`src/njoin_pkg.sv`:
```
// ----------------------------------------------------------------------------
// njoin_pkg
// Shared types, codes and configuration decode for the equi-join engine.
// ----------------------------------------------------------------------------
package njoin_pkg;

    localparam int ROWS      = 64;
    localparam int MAX_ARITY = 4;
    localparam int WORD_W    = 32;
    localparam int OUT_COLS  = 2 * MAX_ARITY;
    localparam int ROW_AW    = $clog2(ROWS);
    localparam int CNT_W     = $clog2(ROWS + 1);
    localparam int COL_W     = $clog2(MAX_ARITY);
    localparam int OUT_IW    = $clog2(OUT_COLS);
    localparam int OCNT_W    = 4;
    localparam int ARITY_W   = 3;
    localparam int MATCH_W   = 12;
    localparam int CODE_W    = 3;
    localparam int CFG_IW    = 2;
    localparam int CFG_DW    = 12;

    typedef logic [WORD_W-1:0] word_t;
    typedef logic [MAX_ARITY-1:0][WORD_W-1:0] row_t;
    typedef logic [OUT_COLS-1:0][WORD_W-1:0] out_row_t;

    typedef enum logic [1:0]
    {
        KIND_CLEAR  = 2'd0,
        KIND_APPEND = 2'd1,
        KIND_PROBE  = 2'd2,
        KIND_NOP    = 2'd3
    } kind_t;

    typedef enum logic [1:0]
    {
        STAT_JOIN = 2'd0,
        STAT_OK   = 2'd1,
        STAT_FULL = 2'd2,
        STAT_NONE = 2'd3
    } status_t;

    typedef enum logic [CFG_IW-1:0]
    {
        CFG_LEFT_ARITY  = 2'd0,
        CFG_RIGHT_ARITY = 2'd1,
        CFG_RIGHT_MATCH = 2'd2
    } cfg_idx_t;

    typedef enum logic [1:0]
    {
        ST_IDLE  = 2'd0,
        ST_SCAN  = 2'd1,
        ST_FLUSH = 2'd2
    } state_t;

    // decoded join setup; the user must keep it fixed for the duration of a probe, the block does not enforce it
    typedef struct packed
    {
        logic [ARITY_W-1:0]                la;
        logic [ARITY_W-1:0]                ra;
        logic [MAX_ARITY-1:0]              linked;
        logic [MAX_ARITY-1:0][COL_W-1:0]   link_col;
    } join_cfg_t;

    function automatic logic [ARITY_W-1:0] eff_arity(input logic [ARITY_W-1:0] a);
        logic [ARITY_W-1:0] r;
        if (a == '0)
            r = ARITY_W'(1);
        else if (a > ARITY_W'(MAX_ARITY))
            r = ARITY_W'(MAX_ARITY);
        else
            r = a;
        return r;
    endfunction

    function automatic join_cfg_t decode_cfg(input logic [ARITY_W-1:0] la_raw,
                                             input logic [ARITY_W-1:0] ra_raw,
                                             input logic [MATCH_W-1:0] match);
        join_cfg_t          jc;
        logic [CODE_W-1:0]  code;
        logic [CODE_W-1:0]  lcol;
        jc.la = eff_arity(la_raw);
        jc.ra = eff_arity(ra_raw);
        for (int c = 0; c < MAX_ARITY; c++)
        begin
            code = match[CODE_W*c +: CODE_W];
            lcol = code - CODE_W'(1);
            // codes 5..7 and links past the left arity fall out here
            jc.linked[c]   = (code != '0) && (lcol < jc.la);
            jc.link_col[c] = lcol[COL_W-1:0];
        end
        return jc;
    endfunction

endpackage

```
`src/njoin_row.sv`:
```
// ----------------------------------------------------------------------------
// njoin_row
// Row compare and compose unit, reused for every stored row of a probe.
// ----------------------------------------------------------------------------
module njoin_row
    import njoin_pkg::*;
(
    input  join_cfg_t          jcfg,
    input  row_t               left,
    input  row_t               right,
    output logic               hit,
    output logic [OCNT_W-1:0]  columns,
    output out_row_t           data
);

    logic [OCNT_W-1:0] k;

    always_comb
    begin
        hit = 1'b1;
        for (int c = 0; c < MAX_ARITY; c++)
        begin
            if ((ARITY_W'(c) < jcfg.ra) && jcfg.linked[c] &&
                (right[c] != left[jcfg.link_col[c]]))
            begin
                hit = 1'b0;
            end
        end
    end

    // left columns first, then unmatched right columns in order
    always_comb
    begin
        data = '0;
        for (int i = 0; i < MAX_ARITY; i++)
        begin
            if (ARITY_W'(i) < jcfg.la)
            begin
                data[i] = left[i];
            end
        end
        k = OCNT_W'(jcfg.la);
        for (int c = 0; c < MAX_ARITY; c++)
        begin
            if ((ARITY_W'(c) < jcfg.ra) && !jcfg.linked[c])
            begin
                data[k[OUT_IW-1:0]] = right[c];
                k = k + OCNT_W'(1);
            end
        end
        columns = k;
    end

endmodule

```
`config.mk`:
```
export PLATFORM = sky130hd
export DESIGN_NAME = njoin_row
export DESIGN_NICKNAME = d
export VERILOG_FILES = /design/src/njoin_pkg.sv /design/src/njoin_row.sv
export SDC_FILE = /design/constraint.sdc
export NUM_CORES = 1
export LEC_CHECK = 0
export BUFFER_PORTS_ARGS = -buffer_cell sky130_fd_sc_hd__buf_2
export CELL_PAD_IN_SITES_DETAIL_PLACEMENT = 2
export CELL_PAD_IN_SITES_GLOBAL_PLACEMENT = 2
export CORE_MARGIN = 2
export CORE_UTILIZATION = 26
export DETAILED_ROUTE_END_ITERATION = 10
export PLACE_DENSITY_LB_ADDON = 0.1
export SLEW_MARGIN = 40
export SYNTH_ARGS = -nofsm -noshare
export SYNTH_HDL_FRONTEND = slang
export SYNTH_SLANG_ARGS = --single-unit
```
`constraint.sdc`:
```
create_clock -name vclk -period 3.1
set_input_delay 0.155 -clock vclk [all_inputs]
set_output_delay 0.155 -clock vclk [all_outputs]
set_load 0.03 [all_outputs]
```
==> summary.txt, run 1 <==
Drt
  – Remaining DRCs: 0
  – Post-route ant nets: 0
  – Drt pass-1 iters: 9
  – Via count: between 20000 and 25000
  – WL/cell: 36.3 um
  – Initial drt markers: 2105
  – Routed wire length: 118000 um
  – Via density: between 6 and 7

Cells and area
  – Sequential Area: 0 um^2
  – Final nets: ~2800
  – Commonest non-fill, non-tap cell in the layout: buf_2
  – Area grow syn2layout: 62.3%
  – Most frequent cells in the layout: buf_2, nand2_1, buf_4
  – Proportion of layout cells with a drive suffix above 1: 56.4%
  – Clkbuf count: 0
  – Flip-flop and latch count: 0
  – # fillers: 6082

Die
  – I/O pin count: 535
  – Initial Util: a little over a quarter
  – Core footprint: 55300 um^2
  – Die X: between 200 and 250 um
  – DIE HEIGHT: between 200 and 250 um
  – Die area: ~58000 um^2
  – Std-Cell Rows: 86

Worst setup path
  – Worst EP required: roughly 3 ns
  – Crit Path Max Fanout: 17
  – CP startpoint: jcfg[6]
  – CP startpoint kind: input pin
  – Critical path class: input pin to output pin
  – Worst Setup EP: hit
  – Element type at the critical path end: output pin
  – Critical Path AT: ~3.0 ns

Logic synthesis
  – Top cells by area, synth: mux4_2, mux2_2, mux2i_1
  – Syn Nets: 2262
  – Mapped cell area: between 10000 and 15000 um^2
  – Top cell type's share of synthesized area: about a fifth
  – Mapped Cells: roughly 2000
  – Post-synthesis sequential area ratio: 0%
  – YS warnings: 0
  – Cell taking the most area after synthesis: mux4_2
  – Post-Syn Area per Cell: between 7 and 8 um^2
  – Synth unique cells: 55

Clock network
  – # hold bufs at CTS: 0

Power
  – Power Dens Cells: roughly 250 nW/um^2
  – Leak: between 0.01 and 0.015 uW
  – Total Power: 5840 uW
  – Peak VDD IR: 119 uV

Placement
  – Port Buffers: around 540
  – Final GP Congestion: 0.949
  – Placement Setup Slack: -0.347 ns
  – Post-DP HPWL: 83900 um

Timing
  – Final Cycle Share: 102%
  – Fmax: about 320 MHz
  – Final setup fails: 12
  – Unrepaired setup endpoints after global routing: yes
  – Measured slew at the worst slew-check pin: between 0.6 and 0.7 ns
  – Hold_ws: roughly 0.75 ns
  – Final Hold Vio Count: 0
  – Final min period: between 3 and 4 ns
  – Slew Limit Fails: 0
  – Final worst slack: -0.0738 ns
  – Setup_tns: -0.301 ns
  – Slew margin rel.: a little under three fifths

Job
  – Max Cap Violations: 0

Global route
  – GRT overflow: 0
  – First-pass GRT wire length: 155000 um
  – Initial antenna violation count: 27
  – GRT Total Usage: ~37%
  – Pin count of the biggest net entering global routing: between 40 and 50
  – Vias in the first global route: about 21000

Status
  – Status: finished, violations left
  – Failing checks: setup timing

Hold path
  – Worst hold path type: input pin to output pin
[kinds of logic after synthesis]
family          count (synthesis)  share of synthesized area [%]
xor+xnor                      142                           8.91
compound gates                623                           31.1
buf+inv                       334                           9.61
mux                           321                           33.7
fa+ha+maj                       5                          0.428
simple gates                  558                           16.2
[cells in the mapped netlist, drive strengths merged]
cell type  number
o2111ai         2
clkinv          1
a221oi         96
o31a           32
and2            2
nand2b          4
o211ai          2
mux2i          97
o21ai          98
a21oi          68
a311oi          1
a211oi         64
and3            3
ha              5
or3             4
or2             3
nand2         239
o2111a          1
nor4b           1
nor2b           1
mux4          128
xor2           65
nor2          234
xnor2          74
mux2           96
a22o           64
nor3           17
nand4          20
nor4           23
a22oi          64
a31oi           1
inv             6
o31ai          65
clkbuf        235
and4            1
xnor3           3
o21bai          1
buf            92
a21o           64
nand3           6
[worst max-delay path: stages]
cell and delay [ns]:
buf_2 0.18, buf_12 0.23, mux4_2 0.53, xnor2_1 0.31
nand4_1 0.38, nor4_2 0.35, buf_4 0.18, nand2_1 0.10
a311oi_2 0.34, buf_4 0.22
[routing by layer]
layer,global-route usage [%],vias to the layer above,share of wire (%)
li1,-,8502,-
met1,47.1,10931,40
met2,62.4,1176,48
met3,5.10,269,7.6
met4,14.2,16,5.1
met5,0,-,0.090
[how the worst min path moves through the flow]
stage               cells after the start   to      from  slack [ns]
global placement                        3  hit  jcfg[11]        0.76
detailed placement                      3  hit  jcfg[11]        0.76
floorplan                               1  hit  jcfg[11]        0.50
finish                                  3  hit  jcfg[11]        0.75
CTS                                     3  hit  jcfg[11]        0.76
global route                            3  hit  jcfg[11]        0.78
[metrics by stage]
| stage | cells | area, um^2 | util [%] |
|---|---|---|---|
| floorplan | 1983 | 16100 | - |
| global placement | 3153 | 20900 | 37.8 |
| detailed placement | 3154 | 20900 | 37.9 |
| CTS | 3185 | 21700 | 39.2 |
| global route | 3244 | 23700 | 42.9 |
| finish | 3245 | 23700 | 42.9 |
[what timing repair did]
item                       in CTS  in global routing
resized for setup              88                464
setup endpoints to repair     260                246
gates cloned                    5                 19
pin swaps                      19                 29
setup buffers                  26                 43
[final cells by class]
type	instances	area [um^2]	share of cell area (%)
inverters	7	33.8	0.142
diodes	19	47.5	0.200
repair buffers	822	7010	29.5
multi-input cells	1649	15700	66.2
well taps	748	936	3.94
[power breakdown]
part / internal, uW / leakage, uW / switching, uW
combinational: 2320 / 0.0101 / 3530
sequential: 0 / 0 / 0
clock: 0.000779 / 0.000000123 / 0
Note: power is estimated with default switching activity, not from simulation.
==> inputs of run 2 (changes only) <==
--- a/config.mk
+++ b/config.mk
@@ -12,6 +12,7 @@
 export CORE_UTILIZATION = 26
 export DETAILED_ROUTE_END_ITERATION = 10
 export PLACE_DENSITY_LB_ADDON = 0.1
+export REMOVE_ABC_BUFFERS = 1
 export SLEW_MARGIN = 40
 export SYNTH_ARGS = -nofsm -noshare
 export SYNTH_HDL_FRONTEND = slang
==> summary.txt, run 2 (synthesized netlist as in run 1, its figures left out) <==
Timing
  – Final setup fails: 235 (+223)
  – Final min period: 3.29 ns (+0.114 ns)
  – Final Hold Vio Count: 0 (unchanged)
  – Unrepaired setup endpoints after global routing: yes
  – Final Cycle Share: 106% (+3.7 points)
  – Fmax: 304 MHz (-3.5%)
  – Measured slew at the worst slew-check pin: 0.726 ns (+0.0603 ns)
  – Setup_tns: -19.53 ns (-19.23 ns)
  – Final worst slack: -0.188 ns (-0.114 ns)
  – Slew margin rel.: 51.4% (-4.0 points)
  – Slew Limit Fails: 0 (unchanged)

Cells and area
  – Area occupied by multi-input gates: 15600 um^2 (-0.72%)
  – # fillers: 5976 (-1.7%)
  – Clkbuf count: 0 (unchanged)
  – Commonest non-fill, non-tap cell in the layout: buf_2
  – Area grow syn2layout: 71.3%
  – Most frequent cells in the layout: buf_2, buf_4, buf_6
  – Sequential Area: 0 um^2 (unchanged)
  – Proportion of layout cells with a drive suffix above 1: 58.6% (+2.2 points)
  – Final nets: 2784 (+0.91%)
  – Non-Filler Instances: 3270 (+0.77%)
  – Flip-flop and latch count: 0 (unchanged)

Placement
  – Post-DP HPWL: 79300 um (-5.4%)
  – Port Buffers: 535 (unchanged)
  – Cells after DPL: 3135 (-0.60%)
  – Final GP Congestion: 0.906 (-4.6%)

Die
  – Die X: 241 um (unchanged)
  – Die area: 58200 um^2 (unchanged)
  – Initial Util: 26.4% (unchanged)
  – I/O pin count: 535 (unchanged)
  – DIE HEIGHT: 241 um (unchanged)
  – Std-Cell Rows: 86 (unchanged)
  – Core footprint: 55300 um^2 (unchanged)

Global route
  – GRT Total Usage: 37.6% (+0.87 points)
  – First-pass GRT wire length: 158000 um (+2.0%)
  – Vias in the first global route: 21263 (+1.6%)
  – Initial antenna violation count: 22 (-19%)
  – GRT overflow: 0 (unchanged)
  – Pin count of the biggest net entering global routing: 33 (-27%)

Power
  – Leak: 0.0107 uW (+5.5%)
  – Peak VDD IR: 142 uV (+20%)
  – Power Dens Cells: 247 nW/um^2 (+0.21%)
  – P_int: 2580 uW (+11%)
  – Logic pwr share: 100.0% (about the same)
  – P_sw: 3600 uW (+2.1%)
  – Sw Ratio: 58.3% (-2.1 points)
  – Clock share of power: 0% (unchanged)
  – Sequential group share of total power: 0% (unchanged)
  – Total Power: 6180 uW (+5.7%)

Worst setup path
  – Worst EP required: 2.94 ns (about the same)
  – Critical path class: input pin to output pin
  – Element type at the critical path end: output pin
  – CP startpoint kind: input pin
  – Crit Path Max Fanout: 8 (-9)
  – Critical Path AT: 3.13 ns (+0.11 ns)

Job
  – Max Cap Violations: 0 (unchanged)

Drt
  – Via density: 6.59 (+2.4%)
  – Via count: 21563 (+3.2%)
  – Post-route ant nets: 0 (unchanged)
  – Initial drt markers: 2616 (+24%)
  – Remaining DRCs: 0 (unchanged)
  – Routed wire length: 126000 um (+7.2%)
  – WL/cell: 38.6 um (+6.4%)
  – Drt pass-1 iters: 6 (-3)

Status
  – Failing checks: setup timing
  – Status: finished, violations left

Hold path
  – Worst hold path type: input pin to output pin
run 2: cell types whose count changed in the layout (fill, tap and decap cells not counted), moves of 17 or more:
| cell | delta |
|---|---|
| clkbuf_4 | -32 |
| o31ai_2 | +19 |
| o31ai_4 | -34 |
| nor2_4 | +26 |
| buf_12 | +24 |
| nor2_1 | -17 |
| nand2_1 | -54 |
| nand2_2 | +33 |
| nand2_4 | +21 |
| buf_6 | +102 |
| buf_2 | -80 |
run 2: layout make-up:
type | instances | share of cell area [%]
tap | 748 | 3.74
antenna | 19 | 0.190
multi-input combinational | 1650 | 62.3
timing repair buffer | 846 | 33.7
inverter | 7 | 0.105
run 2: power groups by stage:
stage	Combinational [uW]	Sequential (uW)	Clock, uW
2_1_floorplan	2520	0	0
3_3_place_gp	4570	0	0
3_5_place_dp	4640	0	0
4_1_cts	5110	0	0
5_1_grt	6350	0	0.000476
6_report	6180	0	0.000823
run 2: through the flow:
step | hold slack (ns) | instance area [um^2] | utilization (%) | setup WS (ns)
2_1_floorplan | 0.486 | 13200 | - | -3.34
3_3_place_gp | 0.775 | 19400 | 35.2 | -0.378
3_5_place_dp | 0.771 | 19400 | 35.2 | -0.432
4_1_cts | 0.750 | 21200 | 38.4 | -0.0663
5_1_grt | 0.789 | 25000 | 45.3 | -0.204
6_report | 0.763 | 25000 | 45.3 | -0.188
run 2: path summary, 6_finish.rpt:
check                 start         to  slack, ns  cells after the start
hold / removal    right[99]   data[99]       0.76                      4
setup / recovery   jcfg[13]  data[158]      -0.19                     18
run 2: timing repair:
item                                    4_1_cts  5_1_grt
pin swaps                                    23       33
buffers inserted                             27       48
gates resized for setup                     281      802
hold buffers                                  0        0
cloned                                       16       30
endpoints found under the setup margin      260      251
run 2: routing by layer:
layer	routed length, um	up-vias	global-route usage [%]	share of wire (%)
li1	-	8578	-	-
met1	49900	11153	50.8	40
met2	57000	1440	60.6	45
met4	7190	12	14.4	5.7
met5	89	-	0	0.070
met3	12100	380	5.41	9.6
run 2: critical path, cell delays in order:
cell      delay, ns
buf_8          0.10
nor3_4         0.34
nor2_4         0.07
xnor2_2        0.16
ha_4           0.29
nor2_4         0.04
a31oi_4        0.23
ha_4           0.23
nand2_8        0.08
xnor2_4        0.17
buf_6          0.15
nor3_4         0.21
buf_12         0.19
buf_12         0.11
buf_16         0.16
a211oi_2       0.06
a21o_1         0.20
buf_6          0.15
==> inputs of run 3 (changes only) <==
--- a/config.mk
+++ b/config.mk
@@ -8,7 +8,6 @@
 export BUFFER_PORTS_ARGS = -buffer_cell sky130_fd_sc_hd__buf_2
 export CELL_PAD_IN_SITES_DETAIL_PLACEMENT = 2
 export CELL_PAD_IN_SITES_GLOBAL_PLACEMENT = 2
-export CORE_MARGIN = 2
 export CORE_UTILIZATION = 26
 export DETAILED_ROUTE_END_ITERATION = 10
 export PLACE_DENSITY_LB_ADDON = 0.1
==> summary.txt, run 3 (synthesized netlist as in run 1, its figures left out) <==
Status
  – Status: finished, violations left
  – Failing checks: setup timing

Placement
  – Cells after DPL: 3132 (-0.096%)
  – Placement Setup Slack: -0.400 ns (+0.0320 ns)
  – Port Buffers: 535 (unchanged)
  – Post-DP HPWL: 79900 um (+0.69%)
  – DP Area: 19400 um^2 (-0.26%)
  – Final GP Congestion: 0.904 (-0.22%)

Global route
  – Initial antenna violation count: 23 (+4.5%)
  – Vias in the first global route: 20917 (-1.6%)
  – First-pass GRT wire length: 155000 um (-2.2%)
  – GRT Total Usage: 37.2% (-0.41 points)
  – GRT overflow: 0 (unchanged)
  – Pin count of the biggest net entering global routing: 39 (+18%)

Worst setup path
  – Crit Path Max Fanout: 18 (+10)
  – Slowest stage delay, CP: 0.36 ns (+0.02 ns)
  – Worst path cell trace: buf_8 -> nor3_4 -> nor2_4 -> xnor2_2 -> ha_4 -> inv_4 -> nor2_4 -> xnor3_2 -> buf_6 -> xnor2_4 -> buf_4 -> nor3_4 -> buf_12 -> buf_12 -> o31ai_1 -> buf_4
  – CP startpoint kind: input pin
  – Critical Path AT: 3.02 ns (-0.11 ns)
  – Critical path's slowest cell: xnor3_2
  – Critical path class: input pin to output pin
  – Worst EP required: 2.94 ns (about the same)
  – Element type at the critical path end: output pin

Cells and area
  – Flip-flop and latch count: 0 (unchanged)
  – Area grow syn2layout: 58.5%
  – Non-Filler Instances: 3226 (-1.3%)
  – Final Cell Area: 23200 um^2 (-7.5%)
  – Proportion of layout cells with a drive suffix above 1: 53.2% (-5.4 points)
  – Sequential Area: 0 um^2 (unchanged)
  – Clkbuf count: 0 (unchanged)
  – Commonest non-fill, non-tap cell in the layout: buf_2
  – Most frequent cells in the layout: buf_2, buf_4, nand2_1
  – Final nets: 2737 (-1.7%)

Hold path
  – Worst hold path type: input pin to output pin

Die
  – DIE HEIGHT: 239 um (-0.83%)
  – Core footprint: 55300 um^2 (unchanged)
  – Std-Cell Rows: 86 (unchanged)
  – Initial Util: 26.4% (unchanged)
  – I/O pin count: 535 (unchanged)
  – Die area: 57200 um^2 (-1.7%)
  – Die X: 239 um (-0.83%)

Drt
  – Remaining DRCs: 0 (unchanged)
  – Initial drt markers: 2078 (-21%)
  – Drt pass-1 iters: 5 (-1)
  – Post-route ant nets: 0 (unchanged)
  – Via count: 20843 (-3.3%)
  – WL/cell: 36.1 um (-6.6%)
  – Via density: 6.46 (-2.0%)
  – Routed wire length: 116000 um (-7.9%)

Timing
  – Slew Limit Fails: 0 (unchanged)
  – Final worst slack: -0.0744 ns (+0.113 ns)
  – Final min period: 3.17 ns (-0.113 ns)
  – Final Hold Vio Count: 0 (unchanged)
  – Unrepaired setup endpoints after global routing: yes
  – Final setup fails: 70 (-70%)
  – Final Cycle Share: 102% (-3.7 points)
  – Slew margin rel.: 55.8% (+4.4 points)
  – Measured slew at the worst slew-check pin: 0.659 ns (-0.0677 ns)
  – Fmax: 315 MHz (+3.6%)

Job
  – Max Cap Violations: 0 (unchanged)

Power
  – Power Dens Cells: 245 nW/um^2 (-0.54%)
  – Total Power: 5680 uW (-8.0%)
  – Peak VDD IR: 125 uV (-12%)
  – Leak: 0.00984 uW (-7.6%)
## run 3: changes by cell type in the layout (fill, tap and decap cells not counted), sizes merged
cell,previous run,this run
or3,5,4
inv,6,7
diode,19,22
buf,819,780
clkbuf,27,20
clkinv,1,0
## run 3: what timing repair did
item | CTS | global route
endpoints found under the setup margin | 258 | 260
pin swaps | 21 | 24
cloned | 9 | 14
hold buffers | 0 | 0
resized for setup | 410 | 311
buffers inserted | 30 | 22
## run 3: where the power goes
group | switching, uW | internal [uW]
Clock | 0 | 0.000951
Sequential | 0 | 0
Combinational | 3370 | 2310
Total | 3370 | 2310
## run 3: area by class of cell
| class | count | area, um^2 |
|---|---|---|
| Timing Repair Buffer | 800 | 7200 |
| Inverter | 7 | 28.8 |
| Multi-Input combinational cell | 1649 | 15000 |
| Tap cell | 748 | 936 |
| Fill cell | 6226 | 32100 |
| Antenna cell | 22 | 55.1 |
## run 3: path summary, 6_finish.rpt
kind | start | end | slack, ns | cells after the start
setup / recovery | jcfg[13] | data[237] | -0.07 | 16
hold / removal | jcfg[11] | hit | 0.68 | 3
## run 3: routing by layer
metal	GRT usage (%)	vias to the layer above	wire, um
met4	16.3	6	5690
met3	4.99	305	8640
met5	0	-	52
met1	48.8	10816	47900
met2	60.8	1260	54200
li1	-	8456	-
## run 3: stage by stage
step	setup TNS [ns]	hold slack, ns	utilization, %
6_report	-1.32	0.678	41.9
5_1_grt	-8.80	0.691	41.9
4_1_cts	-2.27	0.685	38.6
3_5_place_dp	-58.20	0.685	35.1
3_3_place_gp	-50.37	0.684	35.0
2_1_floorplan	-376.29	0.486	-
## run 3: critical path, delay by kind of cell
family / cells / cell delay [ns]
buffers and inverters: 7 / 1.03
xor gates and xnor gates: 3 / 0.76
and+or+nand+nor: 4 / 0.53
AOI/OAI and AO/OA: 1 / 0.35
adders and majority gates: 1 / 0.16
